==> src/sv/bertlv_pkg.sv <==
package bertlv_pkg;

  localparam logic [4:0] ID_TAG_MASK = 5'h1f;  // low tag bits all set: high-form tag follows
  localparam logic [7:0] LEN_INDEF   = 8'h80;  // indefinite length, rejected

  typedef enum logic [3:0] {
    PH_IDLE    = 4'b0001,
    PH_TAG     = 4'b0010,
    PH_LEN1    = 4'b0100,
    PH_LENMORE = 4'b1000
  } phase_t;

  typedef struct packed {
    logic [7:0]  data_byte;
    logic        start_of_tlv;
    logic [15:0] bytes_left;
  } in_word_t;

  typedef struct packed {
    phase_t      phase;
    logic [31:0] tag_accum;
    logic [31:0] length_accum;
    logic [6:0]  length_bytes_due;
    logic        constructed_bit;
    logic [15:0] header_count;
  } parse_state_t;

  typedef struct packed {
    logic        valid;
    logic        constructed;
    logic [31:0] tag_number;
    logic [15:0] value_length;
    logic [15:0] header_bytes;
    logic        parse_error;
  } result_t;

endpackage

==> src/sv/bertlv_core.sv <==
module bertlv_core (
  input  bertlv_pkg::in_word_t     item,
  input  bertlv_pkg::parse_state_t st,
  output bertlv_pkg::parse_state_t st_nxt,
  output bertlv_pkg::result_t      res
);
  import bertlv_pkg::*;

  logic        last;
  logic [15:0] rem;
  logic        do_err;
  logic        do_done;
  logic [6:0]  due_dec;
  logic [7:0]  b;

  assign b       = item.data_byte;
  assign last    = (item.bytes_left <= 16'd1);
  assign rem     = last ? 16'd0 : item.bytes_left - 16'd1;
  assign due_dec = st.length_bytes_due - 7'd1;

  always_comb begin
    st_nxt  = st;
    do_err  = 1'b0;
    do_done = 1'b0;
    if (item.start_of_tlv) begin
      // new start drops any parse in flight
      st_nxt.tag_accum        = '0;
      st_nxt.length_accum     = '0;
      st_nxt.length_bytes_due = '0;
      st_nxt.constructed_bit  = b[5];
      st_nxt.header_count     = 16'd1;
      if (item.bytes_left < 16'd2) begin
        st_nxt.constructed_bit = 1'b0;
        do_err = 1'b1;
      end else if (b[4:0] == ID_TAG_MASK) begin
        st_nxt.phase = PH_TAG;
      end else begin
        st_nxt.tag_accum = {27'd0, b[4:0]};
        st_nxt.phase     = PH_LEN1;
      end
    end else begin
      case (st.phase)
        PH_TAG: begin
          st_nxt.header_count = st.header_count + 16'd1;
          st_nxt.tag_accum    = {st.tag_accum[24:0], b[6:0]};
          if (last) begin
            do_err = 1'b1;
          end else if (!b[7]) begin
            st_nxt.phase = PH_LEN1;
          end
        end
        PH_LEN1: begin
          st_nxt.header_count = st.header_count + 16'd1;
          if (b == LEN_INDEF) begin
            do_err = 1'b1;
          end else if (b[7]) begin
            st_nxt.length_bytes_due = b[6:0];
            st_nxt.length_accum     = '0;
            if (last) begin
              do_err = 1'b1;
            end else begin
              st_nxt.phase = PH_LENMORE;
            end
          end else begin
            st_nxt.length_accum = {24'd0, b};
            do_done = 1'b1;
          end
        end
        PH_LENMORE: begin
          st_nxt.header_count     = st.header_count + 16'd1;
          st_nxt.length_accum     = {st.length_accum[23:0], b};
          st_nxt.length_bytes_due = due_dec;
          if (due_dec == 7'd0) begin
            do_done = 1'b1;
          end else if (last) begin
            do_err = 1'b1;
          end
        end
        default: ;
      endcase
    end
    if (do_err || do_done) begin
      st_nxt.phase = PH_IDLE;
    end
  end

  // result word; errors zero everything but valid, parse_error and the byte count
  always_comb begin
    res              = '0;
    res.valid        = do_err || do_done;
    res.header_bytes = st_nxt.header_count;
    res.parse_error  = do_err;
    if (do_done) begin
      res.constructed  = st_nxt.constructed_bit;
      res.tag_number   = st_nxt.tag_accum;
      res.value_length = (st_nxt.length_accum > {16'd0, rem}) ? rem
                                                              : st_nxt.length_accum[15:0];
    end
  end

endmodule

==> src/sv/ber_tlv_header_parser.sv <==
// BER TLV header parser.
// Input channel: one buffer byte per word (in_data_byte), with in_start_of_tlv
// marking the identifier byte of a new header and in_bytes_left giving the
// bytes left in the buffer counting this one. Bytes that arrive while no
// parse is open and without a start mark are dropped.
// Output channel: one word per header, when it completes or fails:
// constructed bit, tag number (low 32 bits), value length clamped to the
// bytes after the header, header byte count, and parse_error. On error all
// fields but header_bytes and parse_error are zero. Value bytes are not consumed here.
// Timing: a byte is registered at acceptance, decoded combinationally from
// the input register, and its result (if any) is loaded into the output
// register when the decode stage advances, which raises out_valid.
// One byte per cycle sustained while out_ready holds no word back; the single
// decode stage between input and output registers sets that rate.
// Stall: while out_valid is held off by out_ready, the decode stage waits;
// one more byte can be taken into the input register, then in_ready stays
// low, whether or not that byte makes a result, until the word is taken.
// Reset (rst_n low, synchronous): both registers empty, parser idle.
module ber_tlv_header_parser #(
  parameter int BUFFER_LEN_BITS = 16
) (
  input  logic        clk,
  input  logic        rst_n,
  input  logic        in_valid,
  output logic        in_ready,
  input  logic [7:0]  in_data_byte,
  input  logic        in_start_of_tlv,
  input  logic [15:0] in_bytes_left,
  output logic        out_valid,
  input  logic        out_ready,
  output logic        out_constructed,
  output logic [31:0] out_tag_number,
  output logic [15:0] out_value_length,
  output logic [15:0] out_header_bytes,
  output logic        out_parse_error
);
  import bertlv_pkg::*;

  // bytes_left is seen through a buffer-size mask
  localparam int          BL_W    = (BUFFER_LEN_BITS < 16) ? BUFFER_LEN_BITS : 16;
  localparam logic [15:0] BL_MASK = 16'((32'd1 << BL_W) - 32'd1);

  logic         in_valid_r;
  in_word_t     in_r;
  parse_state_t state_r;
  parse_state_t state_nxt;
  result_t      res;
  logic         out_valid_r;
  result_t      out_r;
  logic         adv;

  // decode stage moves when the output register is free or draining
  assign adv      = in_valid_r && (!out_valid_r || out_ready);
  assign in_ready = !in_valid_r || adv;

  // input register
  always_ff @(posedge clk) begin
    if (!rst_n) begin
      in_valid_r <= 1'b0;
    end else if (in_valid && in_ready) begin
      in_valid_r <= 1'b1;
    end else if (adv) begin
      in_valid_r <= 1'b0;
    end
  end

  always_ff @(posedge clk) begin
    if (in_valid && in_ready) begin
      in_r.data_byte    <= in_data_byte;
      in_r.start_of_tlv <= in_start_of_tlv;
      in_r.bytes_left   <= in_bytes_left & BL_MASK;
    end
  end

  bertlv_core u_core (
    .item   (in_r),
    .st     (state_r),
    .st_nxt (state_nxt),
    .res    (res)
  );

  // parser state
  always_ff @(posedge clk) begin
    if (!rst_n) begin
      state_r.phase            <= PH_IDLE;
      state_r.tag_accum        <= '0;
      state_r.length_accum     <= '0;
      state_r.length_bytes_due <= '0;
      state_r.constructed_bit  <= 1'b0;
      state_r.header_count     <= '0;
    end else if (adv) begin
      state_r <= state_nxt;
    end
  end

  // output register
  always_ff @(posedge clk) begin
    if (!rst_n) begin
      out_valid_r <= 1'b0;
    end else if (adv && res.valid) begin
      out_valid_r <= 1'b1;
    end else if (out_ready) begin
      out_valid_r <= 1'b0;
    end
  end

  always_ff @(posedge clk) begin
    if (adv && res.valid) begin
      out_r <= res;
    end
  end

  assign out_valid        = out_valid_r;
  assign out_constructed  = out_r.constructed;
  assign out_tag_number   = out_r.tag_number;
  assign out_value_length = out_r.value_length;
  assign out_header_bytes = out_r.header_bytes;
  assign out_parse_error  = out_r.parse_error;

  // failed headers carry no tag, length or constructed bit
  a_err_zero: assert property (@(posedge clk) disable iff (!rst_n)
    out_valid_r && out_r.parse_error |->
      (out_r.tag_number == 32'd0) && (out_r.value_length == 16'd0) && !out_r.constructed)
    else $error("error result with nonzero fields");

  // every emitted result closes the parse
  a_emit_idle: assert property (@(posedge clk) disable iff (!rst_n)
    adv && res.valid |=> state_r.phase == PH_IDLE)
    else $error("parser not idle after result");

  // a byte held in the input stage is not overwritten while the stage is blocked
  a_in_hold: assert property (@(posedge clk) disable iff (!rst_n)
    in_valid_r && !adv |=> in_valid_r && $stable(in_r))
    else $error("input stage lost a byte");

  // a result is only loaded when the output register is free or taken
  a_no_overrun: assert property (@(posedge clk) disable iff (!rst_n)
    adv |-> !out_valid_r || out_ready)
    else $error("output register overrun");

endmodule

==> config.mk <==
export PLATFORM = sky130hd
export DESIGN_NAME = ber_tlv_header_parser
export DESIGN_NICKNAME = d
export VERILOG_FILES = /design/src/sv/bertlv_pkg.sv /design/src/sv/bertlv_core.sv /design/src/sv/ber_tlv_header_parser.sv
export SDC_FILE = /design/constraint.sdc
export NUM_CORES = 1
export LEC_CHECK = 0
export BUFFER_PORTS_ARGS = -buffer_cell sky130_fd_sc_hd__buf_2
export CAP_MARGIN = 20
export CORE_UTILIZATION = 53
export CTS_CLUSTER_SIZE = 8
export DETAILED_ROUTE_END_ITERATION = 6
export MAX_ROUTING_LAYER = met4
export PLACE_DENSITY_LB_ADDON = 0.05
export SLEW_MARGIN = 20
export SYNTH_ARGS = -nofsm -noshare
export SYNTH_HDL_FRONTEND = slang
export SYNTH_SLANG_ARGS = --single-unit
export TNS_END_PERCENT = 5
==> constraint.sdc <==
create_clock -name clk -period 5.09 [get_ports clk]
set_input_delay 0.2545 -clock clk [delete_from_list [all_inputs] [get_ports clk]]
set_output_delay 0.2545 -clock clk [all_outputs]
set_load 0.005 [all_outputs]
* Word level (Yosys, flattened, before mapping)
Index checks and enable logic that the tools add are counted.
** Storage, ports and cells
- Register bits :: 185
- Output and inout port bits :: 68
- Memories kept :: 0
- Logic and storage cells :: 89
- Input bits :: 29
- RAM bits :: 0
- Bits in read-only memories :: 0
- Latch bits :: 0
** Operators by class
- Add/sub/neg operators :: 3
- Divide/modulo/power cells :: 0
- Mux-type cells :: 38
- Shifts and indexed selects :: 0
- Magnitude comparators :: 3
- Equal/unequal tests :: 13
- Bitwise gates (word level) :: 0
- Multiply operators :: 0
- Reductions and logical operators :: 16
** Operators by type and width (number)
- $pmux 39 s2 :: 1
- $mux 75 :: 1
- $mux 16 :: 4
- $mux 39 :: 1
- $mux 36 :: 1
- $gt 32x16->1 :: 1
- $mux 32 :: 1
- $mux 4 :: 6
- $ne 4x4->1 const B :: 5
- $add 16x1->16 const B :: 1
- $le 16x1->1 const B :: 1
- $lt 16x2->1 const B :: 1
- $mux 1 :: 16
- $sub 16x1->16 const B :: 1
- $mux 7 :: 2
- $ne 3x3->1 const B :: 3
- $eq 8x8->1 const B :: 1
- $pmux 4 s2 :: 1
- $reduce_and 8->1 :: 1
- $logic_not 7->1 :: 1
- $sub 7x1->7 const B :: 1
- $eq 5x5->1 const B :: 1
- $mux 5 :: 1
- $eq 4x2->1 const B :: 1
- 13 further kinds :: 19

* Longest topological paths before layout
Gate-level depths: netlist of run 1.
- Depth in word-level cells :: 9
- Depth in mapped cells :: 17
- Gate-level depth less buffers :: 15

* Modules after synthesis
Synthesis of run 1 repeated with hierarchy kept, for this count alone.
** Unflattened totals
- Cells, all modules :: 1096
- Area, all modules :: 10131.0 µm²
** By module, submodules not included
- ber_tlv_header_parser :: cells each 503, seq. area each 4614.4 µm², times used 1, area an instance 6537.5 µm²
- bertlv_core :: cells each 593, seq. area each 0.0 µm², times used 1, area an instance 3593.4 µm²

* Worst setup path after synthesis of run 1
OpenSTA, ideal clock, no wires.
- Path kind :: register -> register
- Start :: register state_r[17] in the netlist's numbering
- End :: register out_r, in the netlist out_constructed, enable pin
- Library setup time :: 0.490 ns
- Arrival time :: 4.512 ns
- Buffers on the path :: 1
- Period minus slack after synthesis :: 5.003 ns
- Data required time :: 4.600 ns
- Slack :: 0.087 ns
- Stages on the path, launching flop included :: 11
- Cell sequence :: dfxtp_1 inv_1 ha_1 clkbuf_1 nand2b_1 o41ai_1 a22o_1 a31oi_4 inv_1 nor2_2 nor2_1
** Between the ends
- Longest elaborated chain between the ends :: 7
- Elaborated cells between the ends (all ways) :: 10
- Classes of those cells :: add/sub: 1; mux: 6; reduce/logical: 3
** Ends and longest elaborated chain
- from (decl) :: line ber_tlv_header_parser.sv:45 : parse_state_t state_r;
- from (signal assigned) :: line ber_tlv_header_parser.sv:92 : state_r <= state_nxt;
- $sub 7x1->7 (*) :: line bertlv_core.sv:19 : assign due_dec = st.length_bytes_due - 7'd1;
- $logic_not 7->1 (*) :: line bertlv_core.sv:73 : if (due_dec == 7'd0) begin
- $mux 1 :: line bertlv_core.sv:73
- $pmux 1 s3 / $pmux 1 s2 (equally long branches) :: line bertlv_core.sv:42 : case (st.phase)
- $mux 1 :: line bertlv_core.sv:25 : if (item.start_of_tlv) begin
- $logic_or 1x1->1 (*) :: line bertlv_core.sv:90 : res.valid = do_err || do_done;
- $logic_and 1x1->1 (*) :: line ber_tlv_header_parser.sv:108 : if (adv && res.valid) begin
- to (signal assigned) :: line ber_tlv_header_parser.sv:109 : out_r <= res;
- to (decl) :: line ber_tlv_header_parser.sv:49 : result_t out_r;
Mark *: on every way between the ends. The rest lies on a longest branch, timed or not.
A chain may end at the register's enable or synchronous reset.

* Worst setup path in the final report of run 1
- Start :: register in_r[1] in the netlist's numbering
- End :: register out_r, in the netlist out_value_length[1] (data pin)
** Between the ends
- Longest elaborated chain between the ends :: 4
- Elaborated cells between the ends (all ways) :: 5
- Classes of those cells :: add/sub: 1; order compare: 2; mux: 2
** Ends and longest elaborated chain
- from (decl) :: line ber_tlv_header_parser.sv:44 : in_word_t in_r;
- $sub 16x1->16 / $le 16x1->1 (equally long branches) :: line bertlv_core.sv:18, bertlv_core.sv:17
- $mux 16 (*) :: line bertlv_core.sv:18 : assign rem = last ? 16'd0 : item.bytes_left - 16'd1;
- $gt 32x16->1 :: line bertlv_core.sv:96 : res.value_length = (st_nxt.length_accum > {16'd0, rem}) ? rem
- $mux 16 (*) :: line bertlv_core.sv:96
Marked as above.

==> results of run 1 <==
## routing by layer
metal / global-route usage, % / wire length, µm / up-vias
met3: 3.45 / 901 / 36
met5: - / 0 / -
met1: 31.5 / 9210 / 3449
li1: - / - / 3438
met2: 41.9 / 10600 / 188
met4: 10.3 / 388 / 0
## cell type report
class / instances / area share, %
flip-flops and latches: 185 / 43.9
clock buffers: 18 / 4.29
repair buffers: 132 / 7.86
clock inverters: 14 / 1.21
well taps: 220 / 2.62
multi-input cells: 636 / 39.3
inverters: 24 / 0.857
## repair_timing
item | 4_1_cts | 5_1_grt
hold endpoints to repair | 25 | 0
gates resized for setup | 0 | 0
hold buffers | 25 | 0
endpoints found under the setup margin | 0 | 0
## through the flow
step	power (µW)	utilization, %
floorplan	1790	-
global placement	1850	58.2
detailed placement	1860	58.2
CTS	3150	63.2
global route	3220	63.2
finish	3120	63.2
## state kept, by name, summed over array words and instances, names as in the netlist
signal,count
state_r,92
in_valid_r,1
out_parse_error,1
out_header_bytes,16
out_valid,1
out_constructed,1
in_r,25
out_value_length,16
out_tag_number,32
## worst min path at each step
stage                  to  slack [ns]  cells after the start
3_5_place_dp     in_r[14]        0.43                      1
6_report       in_valid_r        0.06                      3
2_1_floorplan     in_r[0]        0.35                      0
3_3_place_gp     in_r[15]        0.43                      1
4_1_cts        in_valid_r        0.05                      3
5_1_grt        in_valid_r        0.08                      3
## kinds of logic after synthesis
kind of cell	after synthesis	share of synthesized area, %
AO/OA/AOI/OAI	212	16.8
XOR/XNOR	33	3.19
adder cells (fa/ha/maj)	21	2.90
buffers and inverters	83	3.80
flip-flops	185	50.9
multiplexers	15	2.25
AND/OR/NAND/NOR	355	20.1
## layout by cell type (no fill, tap or decap), types with 10 or more instances in the layout
master,synthesis,final
o211a_1,20,20
dlygate4sd3_1,0,25
nor2b_1,59,58
clkbuf_16,0,18
nor2_1,68,67
buf_4,2,10
nand2_1,121,121
xnor2_1,19,19
inv_1,23,23
a22oi_1,66,66
edfxtp_1,91,91
ha_1,21,21
o21ai_0,21,20
mux2_4,10,10
buf_2,13,96
nor3_1,12,12
nand3_1,14,14
xor2_1,14,14
dfxtp_1,94,94
a21oi_1,56,56
## power breakdown
group          switching [µW]  internal (µW)  total [µW]  leakage (µW)
clock network             610            674        1280      0.000284
registers                41.7           1580        1620       0.00172
logic                     124           91.8         216       0.00222
## worst max-delay path: stages, from the launching register on
cell	delay, ns
edfxtp_1	0.43
inv_1	0.13
ha_1	0.21
nor3b_1	0.63
nand3_1	0.18
nor4_1	0.27
xor2_1	0.17
nand2_1	0.09
ha_1	0.32
nand3_1	0.08
or3_1	0.39
a21oi_1	0.12
a21boi_0	0.36
o21ai_4	0.16
nand2_4	0.23
mux2_2	0.36
==> impl_metrics.toml, run 1 <==
[detailed_routing]
routed-via-count = 7111
routed_wire_length_per_instance_um = 17.1
detail_routed_via_count_per_cell = 5.79
drt-initial-drc-count = 536
post-route-drc-count = 0
routed_wl_um = 21100
ant_nets = 0
detail_route.first_pass.iterations = 5

[synthesis]
post-synth-top-count-cell = "nand2_1"
synth.net_count = 954
synth_edf_count = 91
postSynthAreaPerCell_um2 = 10.0
synth.lib_cells_used.distinct = 71
netlist.top_cell.by_area = "edfxtp_1"
number_of_synthesized_register_bits = 185
synth-seq-area-share_pct = 50.9
synth_cells = 904
synth-main-ff-cell = "dfxtp_1"
yosys-top-cells-area = "edfxtp_1 (30%), dfxtp_1 (21%), a22oi_1 (5.5%)"
mappedNetlistArea_um2 = 9060
yosysTopAreaCellShare_pct = 30.2
synthTopCellsByCount = "nand2_1 (121), dfxtp_1 (94), edfxtp_1 (91)"
synth_warnings = 0
asyncSetResetFlopFracSynth_pct = 0

[flow_run]
drv_cap = 0

[clock_tree]
num_clock_sinks = 185
cts.htree.levels = 4
clockBufferDepth = 2
clkSlewWorstSetupHoldPaths_ns = 0.07
tritoncts_clock_tree = "yes"
clock_latency_on_the_worst_skew_pair_ns = 0.44
cts_setup_buffers = 0
cts-root-buf = "clkbuf_16"
cts_inserted_buffers = 17

[setup_path]
crit_path_max_fanout = 13
critPathCaptureType = "register"
crit_end = "out_value_length[1]"
path_class = "reg -> reg"
rr_endpoint = "out_value_length[1]"
worst_ep_arrival_time_ns = 4.59
critPathRequiredTime_ns = 5.27
r2r_slack_ns = 0.68
reg2regPathDepth = 15
crit-reg2reg-launch = "in_r[1]"
crit_path_from = "in_r[1]"
start_kind = "register"

[finish]
n_fill_cell = 1395
finish.instance_area_um2 = 10500
final_layout_size_suffix_gt1_share_pct = 16.9
regArea_um2 = 4610
nets = 1046
area_growth_syn_to_layout_pct = 16.0
multi_input_comb_area_um2 = 4130
antenna_cells_inserted = 0
final_cells = 1229

[timing]
worst_slew_pin_slew_ns = 1.09
clock_skew_ns = 0.0108
final_min_period_over_clock_period_pct = 86.6
timing.final.crit_period_ns = 4.41
max_freq_mhz = 227
setup_viol_count_final = 0
worst_slack_ns = 0.680
totalNegativeSetupSlack_ns = 0
fin_worst_hold_slack_ns = 0.0631
relSlewSlack_pct = 26.8
rsz0062_at_grt = "false"
final_hold_violation_count = 0
finalMaxSlewViolations = 0

[placement]
hpwlAfterDp_um = 14100
gp_routability_congestion = 0.894
io_buffers = 96
dp_cells = 1172
detailed_place.area_um2 = 9680
post-place-ws_ns = 0.745

[die]
die_h_um = 133
dieWidth_um = 133
floorplan.die_area_um2 = 17600
placeable_core_region_um2 = 16600
io-pin-count = 97
core.rowCount = 47
initial_core_util_pct = 54.4

[power]
cellLeakagePower_uw = 0.00423
power_per_cell_area_nw_per_um2 = 297
peakVddDrop_uv = 227

[global_routing]
grt_antenna_before_repair = 0
overall_fraction_of_global_route_tracks_in_use_pct = 25.4
grt_overflow = 0
grt_pass1_wl_um = 34300
first_global_vias = 6764
pin_count_of_the_biggest_net_entering_global_routing = 107

[run_status]
outcome = "finished clean"

[min_path]
min_from = "in_valid"
hp-class = "in -> reg"
Power figures use the tool's default switching activity.
==> run 2, diff against run 1 <==
--- a/config.mk
+++ b/config.mk
@@ -7,7 +7,7 @@
 export LEC_CHECK = 0
 export BUFFER_PORTS_ARGS = -buffer_cell sky130_fd_sc_hd__buf_2
 export CAP_MARGIN = 20
-export CORE_UTILIZATION = 53
+export CORE_UTILIZATION = 30
 export CTS_CLUSTER_SIZE = 8
 export DETAILED_ROUTE_END_ITERATION = 6
 export MAX_ROUTING_LAYER = met4
==> run 2 against run 1 <==
  * Clock power up 7%
  * Global-route usage down 8.6 points
  * Critical endpoint is now out_value_length[0]
  * Non-clock buffer count down 2
  * Final cell count up 14%
  * Clock-buffer cell count down 1
  * Critical path depth unchanged
  * Combinational power up 2%
  * Utilization down 27 points
  * Largest cell class unchanged
  * First-iteration DRC count down 1.7%
  * Worst setup slack better by 0.16 ns
==> impl_metrics.toml, run 2 (same netlist as run 1, synthesis figures left out) <==
[run_status]
outcome = "finished clean"

[power]
report.power.total_uw = 3210
power_per_cell_area_nw_per_um2 = 299
p_switching_uw = 866
intPower_uw = 2350
p_clk_share_pct = 42.5
swShare_pct = 27.0
peakVddDrop_uv = 168
combPwrFrac_pct = 6.9
cellLeakagePower_uw = 0.00423
seqPwrFrac_pct = 50.6

[min_path]
min_from = "in_data_byte[5]"
hp-class = "in -> reg"

[detailed_routing]
detail_routed_via_count_per_cell = 4.94
drt-initial-drc-count = 527
ant_nets = 0
routed_wire_length_per_instance_um = 17.6
post-route-drc-count = 0
detail_route.first_pass.iterations = 5
routed_wl_um = 24600
routed-via-count = 6895

[clock_tree]
num_clock_sinks = 185
postCtsHoldBufs = 18
clkSlewWorstSetupHoldPaths_ns = 0.08
clockBufferDepth = 2
tritoncts_clock_tree = "yes"
cts_inserted_buffers = 17
cts.htree.levels = 4
cts_setup_buffers = 0
post_cts.resized_instances = 0
clock_latency_on_the_worst_skew_pair_ns = 0.44
cts-root-buf = "clkbuf_16"

[setup_path]
path_class = "reg -> reg"
slowest_stage = "nor3b_1"
start_kind = "register"
cpLargestDelayFamily = "simple AND/OR/NAND/NOR gates"
crit_chain = "inv_1 > ha_1 > nor3b_1 > nand3_1 > nor4_1 > xor2_1 > nand2_1 > ha_1 > nand3_1 > or3_1 > a21oi_1 > a21boi_0 > o21ai_4 > nand2_4 > mux2_2"
crit_buf_inv = 1
crit-reg2reg-launch = "in_r[0]"
worst_ep_arrival_time_ns = 4.44
crit_path_max_fanout = 13
critPathCaptureType = "register"
critPathRequiredTime_ns = 5.28
crit_path_from = "in_r[0]"
worst_path_largest_cell_delay_ns = 0.52

[finish]
final_layout_size_suffix_gt1_share_pct = 17.7
final_cell_mix = "nand2_1 (121), buf_2 (96), dfxtp_1 (94), edfxtp_1 (91), nor2_1 (67)"
largest_register_ffs = 92
area_growth_syn_to_layout_pct = 18.5
antenna_cells_inserted = 0
nets = 1044
n_fill_cell = 3084
final_common_cell = "nand2_1"
regMostFlops = "state_r"
finish.instance_area_um2 = 10700

[timing]
totalNegativeSetupSlack_ns = 0
finalMaxSlewViolations = 0
final_min_period_over_clock_period_pct = 83.6
fin_worst_hold_slack_ns = 0.0320
rsz0062_at_grt = "false"
worst_slew_pin_slew_ns = 0.858
final_hold_violation_count = 0
max_freq_mhz = 235
timing.final.crit_period_ns = 4.25
clock_skew_ns = 0.0238
worst_slack_ns = 0.837
relSlewSlack_pct = 42.7
setup_viol_count_final = 0

[placement]
post-place-ws_ns = 0.811
io_buffers = 96
hpwlAfterDp_um = 16300
gp_routability_congestion = 0.826
detailed_place.area_um2 = 9920

[global_routing]
grt_pass1_wl_um = 38700
first_global_vias = 6799
grt_overflow = 0
overall_fraction_of_global_route_tracks_in_use_pct = 16.8
grt_antenna_before_repair = 0
pin_count_of_the_biggest_net_entering_global_routing = 67

[die]
dieWidth_um = 176
io-pin-count = 97
core.rowCount = 63
placeable_core_region_um2 = 29600
initial_core_util_pct = 30.6
die_h_um = 176
floorplan.die_area_um2 = 30900

[flow_run]
drv_cap = 0
run 2: layer usage:
metal,global-route usage [%],routed length [µm]
met1,21.9,12000
met2,27.3,11700
met3,1.93,589
met4,4.86,323
met5,-,0
run 2: power groups by stage:
stage	sequential (µW)	combinational (µW)	clock (µW)
2_1_floorplan	1640	151	0
3_3_place_gp	1660	216	0
3_5_place_dp	1660	214	0
4_1_cts	1620	226	1410
5_1_grt	1630	249	1470
6_report	1620	221	1370
run 2: worst paths after layout:
kind,end,slack [ns],cells past startpoint
worst max-delay path,out_value_length[0],0.84,15
worst min-delay path,in_r[22],0.03,1
worst max register to register,out_value_length[0],0.84,15
worst min register to register,state_r[16],0.49,2
run 2: layout make-up:
| cell class | instances | area (µm²) | share of cell area (%) |
|---|---|---|---|
| Sequential cell | 185 | 4610 | 43.0 |
| Timing Repair Buffer | 130 | 781 | 7.28 |
| Multi-Input combinational cell | 636 | 4130 | 38.5 |
| Inverter | 24 | 90.1 | 0.840 |
| Tap cell | 390 | 488 | 4.55 |
| Clock inverter | 15 | 200 | 1.87 |
| Clock buffer | 17 | 425 | 3.96 |
run 2: per-stage QoR:
stage / cells / utilization (%)
floorplan: 904 / -
global placement: 1347 / 33.5
detailed placement: 1347 / 33.5
CTS: 1397 / 36.2
global route: 1397 / 36.2
finish: 1397 / 36.2
==> run 3, diff against run 2 <==
--- a/config.mk
+++ b/config.mk
@@ -5,6 +5,7 @@
 export SDC_FILE = /design/constraint.sdc
 export NUM_CORES = 1
 export LEC_CHECK = 0
+export ABC_AREA = 1
 export BUFFER_PORTS_ARGS = -buffer_cell sky130_fd_sc_hd__buf_2
 export CAP_MARGIN = 20
 export CORE_UTILIZATION = 30
==> constraint.sdc (replaced) <==
create_clock -name clk -period 4.2 [get_ports clk]
set_input_delay 0.21 -clock clk [delete_from_list [all_inputs] [get_ports clk]]
set_output_delay 0.21 -clock clk [all_outputs]
set_load 0.005 [all_outputs]
==> run 3 against run 2 <==
  * First-iteration DRC count shrank 6.8%
  * Utilization grew 0.16 points
  * Worst hold slack gained 0.0083 ns
  * Sequential share of layout area shrank 1.6 points
  * Clock skew shrank 0.012 ns
  * Non-clock buffer count grew 11
  * Total power grew 33%
  * Combinational power grew 120%
  * Final cell count grew 19%
  * Design area grew 3.9%
  * Largest cell class unchanged
==> impl_metrics.toml, run 3 <==
[finish]
regMostFlops = "state_r"
antenna_cells_inserted = 0
final_common_cell = "nand2_1"
final_layout_size_suffix_gt1_share_pct = 16.7
final_cell_mix = "nand2_1 (198), inv_1 (159), nor2_1 (118), buf_2 (96), dfxtp_1 (94)"
largest_register_ffs = 92
nets = 1308
area_growth_syn_to_layout_pct = 19.0

[synthesis]
yosysTopAreaCellShare_pct = 29.2
post-synth-top-count-cell = "nand2_1"
mappedNetlistArea_um2 = 9370
synth_warnings = 0
synth-seq-area-share_pct = 49.2
number_of_synthesized_register_bits = 185
postSynthAreaPerCell_um2 = 8.12
synth_cells = 1154
netlist.top_cell.by_area = "edfxtp_1"
synth_edf_count = 91
synth-main-ff-cell = "dfxtp_1"
synthTopCellsByCount = "nand2_1 (198), inv_1 (161), nor2_1 (118)"
asyncSetResetFlopFracSynth_pct = 0
yosys-top-cells-area = "edfxtp_1 (29%), dfxtp_1 (20%), nand2_1 (7.9%)"
synth.net_count = 1204
synth.lib_cells_used.distinct = 39

[timing]
max_freq_mhz = 277
setup_viol_count_final = 0
relSlewSlack_pct = 40.2
finalMaxSlewViolations = 0
rsz0062_at_grt = "false"
clock_skew_ns = 0.0119
final_min_period_over_clock_period_pct = 86.0
totalNegativeSetupSlack_ns = 0
final_hold_violation_count = 0
worst_slew_pin_slew_ns = 0.897
timing.final.crit_period_ns = 3.61

[die]
core.rowCount = 64
initial_core_util_pct = 30.6
io-pin-count = 97
floorplan.die_area_um2 = 31900
die_h_um = 179
placeable_core_region_um2 = 30700
dieWidth_um = 179

[power]
power_per_cell_area_nw_per_um2 = 384
cellLeakagePower_uw = 0.00510
peakVddDrop_uv = 210
report.power.total_uw = 4280

[detailed_routing]
routed_wire_length_per_instance_um = 15.8
detail_route.first_pass.iterations = 5
routed-via-count = 7835
ant_nets = 0
routed_wl_um = 26300
post-route-drc-count = 0
drt-initial-drc-count = 491
detail_routed_via_count_per_cell = 4.70

[global_routing]
grt_pass1_wl_um = 41500
grt_antenna_before_repair = 0
overall_fraction_of_global_route_tracks_in_use_pct = 17.6
pin_count_of_the_biggest_net_entering_global_routing = 88
first_global_vias = 7484
grt_overflow = 0

[clock_tree]
cts_inserted_buffers = 17
clockBufferDepth = 2
clkSlewWorstSetupHoldPaths_ns = 0.07
num_clock_sinks = 185
cts-root-buf = "clkbuf_16"
cts.htree.levels = 4
tritoncts_clock_tree = "yes"
post_cts.resized_instances = 0
clock_latency_on_the_worst_skew_pair_ns = 0.44

[setup_path]
start_kind = "register"
crit_path_max_fanout = 18
critPathCaptureType = "register"
worst_ep_arrival_time_ns = 3.86
critPathRequiredTime_ns = 4.45
path_class = "reg -> reg"

[min_path]
hp-class = "in -> reg"

[flow_run]
drv_cap = 0

[run_status]
outcome = "finished clean"

[placement]
io_buffers = 96
gp_routability_congestion = 0.804
hpwlAfterDp_um = 18300
## run 3: cell types whose count changed in the layout (fill, tap and decap cells not counted), moves of 40 or more
cell      delta
nor2_1      +51
nand2_1     +77
nor2b_1     -58
a22oi_1     -57
o21ai_0     +69
o211ai_1    +40
inv_1      +136
## run 3: kinds of logic after synthesis
family / Yosys count / share of synthesized area (%)
AOI/OAI and AO/OA: 255 / 16.0
xor gates and xnor gates: 9 / 0.841
adders and majority gates: 21 / 2.80
buffers and inverters: 232 / 9.61
DFF: 185 / 49.2
and+or+nand+nor: 452 / 21.5
## run 3: metal layers
metal	up-vias	track usage (%)	wire length, µm
met2	135	27.9	12300
met4	0	5.16	400
met3	19	2.59	844
li1	4052	-	-
met1	3629	23.1	12800
met5	-	-	0
## run 3: cell type report
class,count,area (µm²)
Fill cell,3222,19500
Clock inverter,13,191
Clock buffer,19,443
Timing Repair Buffer,141,891
Multi-Input combinational cell,737,3860
Tap cell,396,495
Inverter,176,662
Sequential cell,185,4610
## run 3: worst paths after layout
check / slack [ns] / from / cells past startpoint / end
setup reg to reg: 0.59 / in_r[16] / 17 / out_value_length[14]
hold / removal: 0.04 / in_start_of_tlv / 1 / in_r[16]
setup / recovery: 0.59 / in_r[16] / 17 / out_value_length[14]
hold reg to reg: 0.48 / state_r[22] / 2 / state_r[22]
## run 3: critical path: stages, from the launching register on
cell and delay, ns:
edfxtp_1 0.59, nor2_2 0.77, a22oi_1 0.32, inv_1 0.11, ha_1 0.24, nand2_1 0.06
inv_1 0.03, o21ai_0 0.14, nand2_1 0.08, nor2_1 0.11, nand2_1 0.06, nand2_1 0.05
nand2_1 0.07, nor2_4 0.15, nand3_4 0.24, nand2_1 0.14, inv_1 0.04, nor2_1 0.21
## run 3: what timing repair did
item | CTS | global route
hold buffers | 24 | 0
hold endpoints to repair | 24 | 0
buffers inserted | 0 | 0
## run 3: metrics by stage
stage | hold slack (ns) | instance area (µm²) | instances | setup WS, ns | util, %
after global routing | 0.00731 | 11200 | 1667 | 0.104 | 36.4
after floorplan | 0.309 | 9370 | 1154 | 0.880 | -
after detailed placement | 0.388 | 10300 | 1611 | 0.551 | 33.5
after global placement | 0.386 | 10300 | 1611 | 0.499 | 33.5
after CTS | 0.0163 | 11200 | 1667 | 0.510 | 36.4
final | 0.0402 | 11200 | 1667 | 0.586 | 36.4
## run 3: power by group
part | leakage (µW) | internal, µW | switching, µW | total (µW)
sequential | 0.00176 | 1960 | 65.0 | 2020
combinational | 0.00304 | 171 | 322 | 493
clock | 0.000306 | 1020 | 744 | 1770
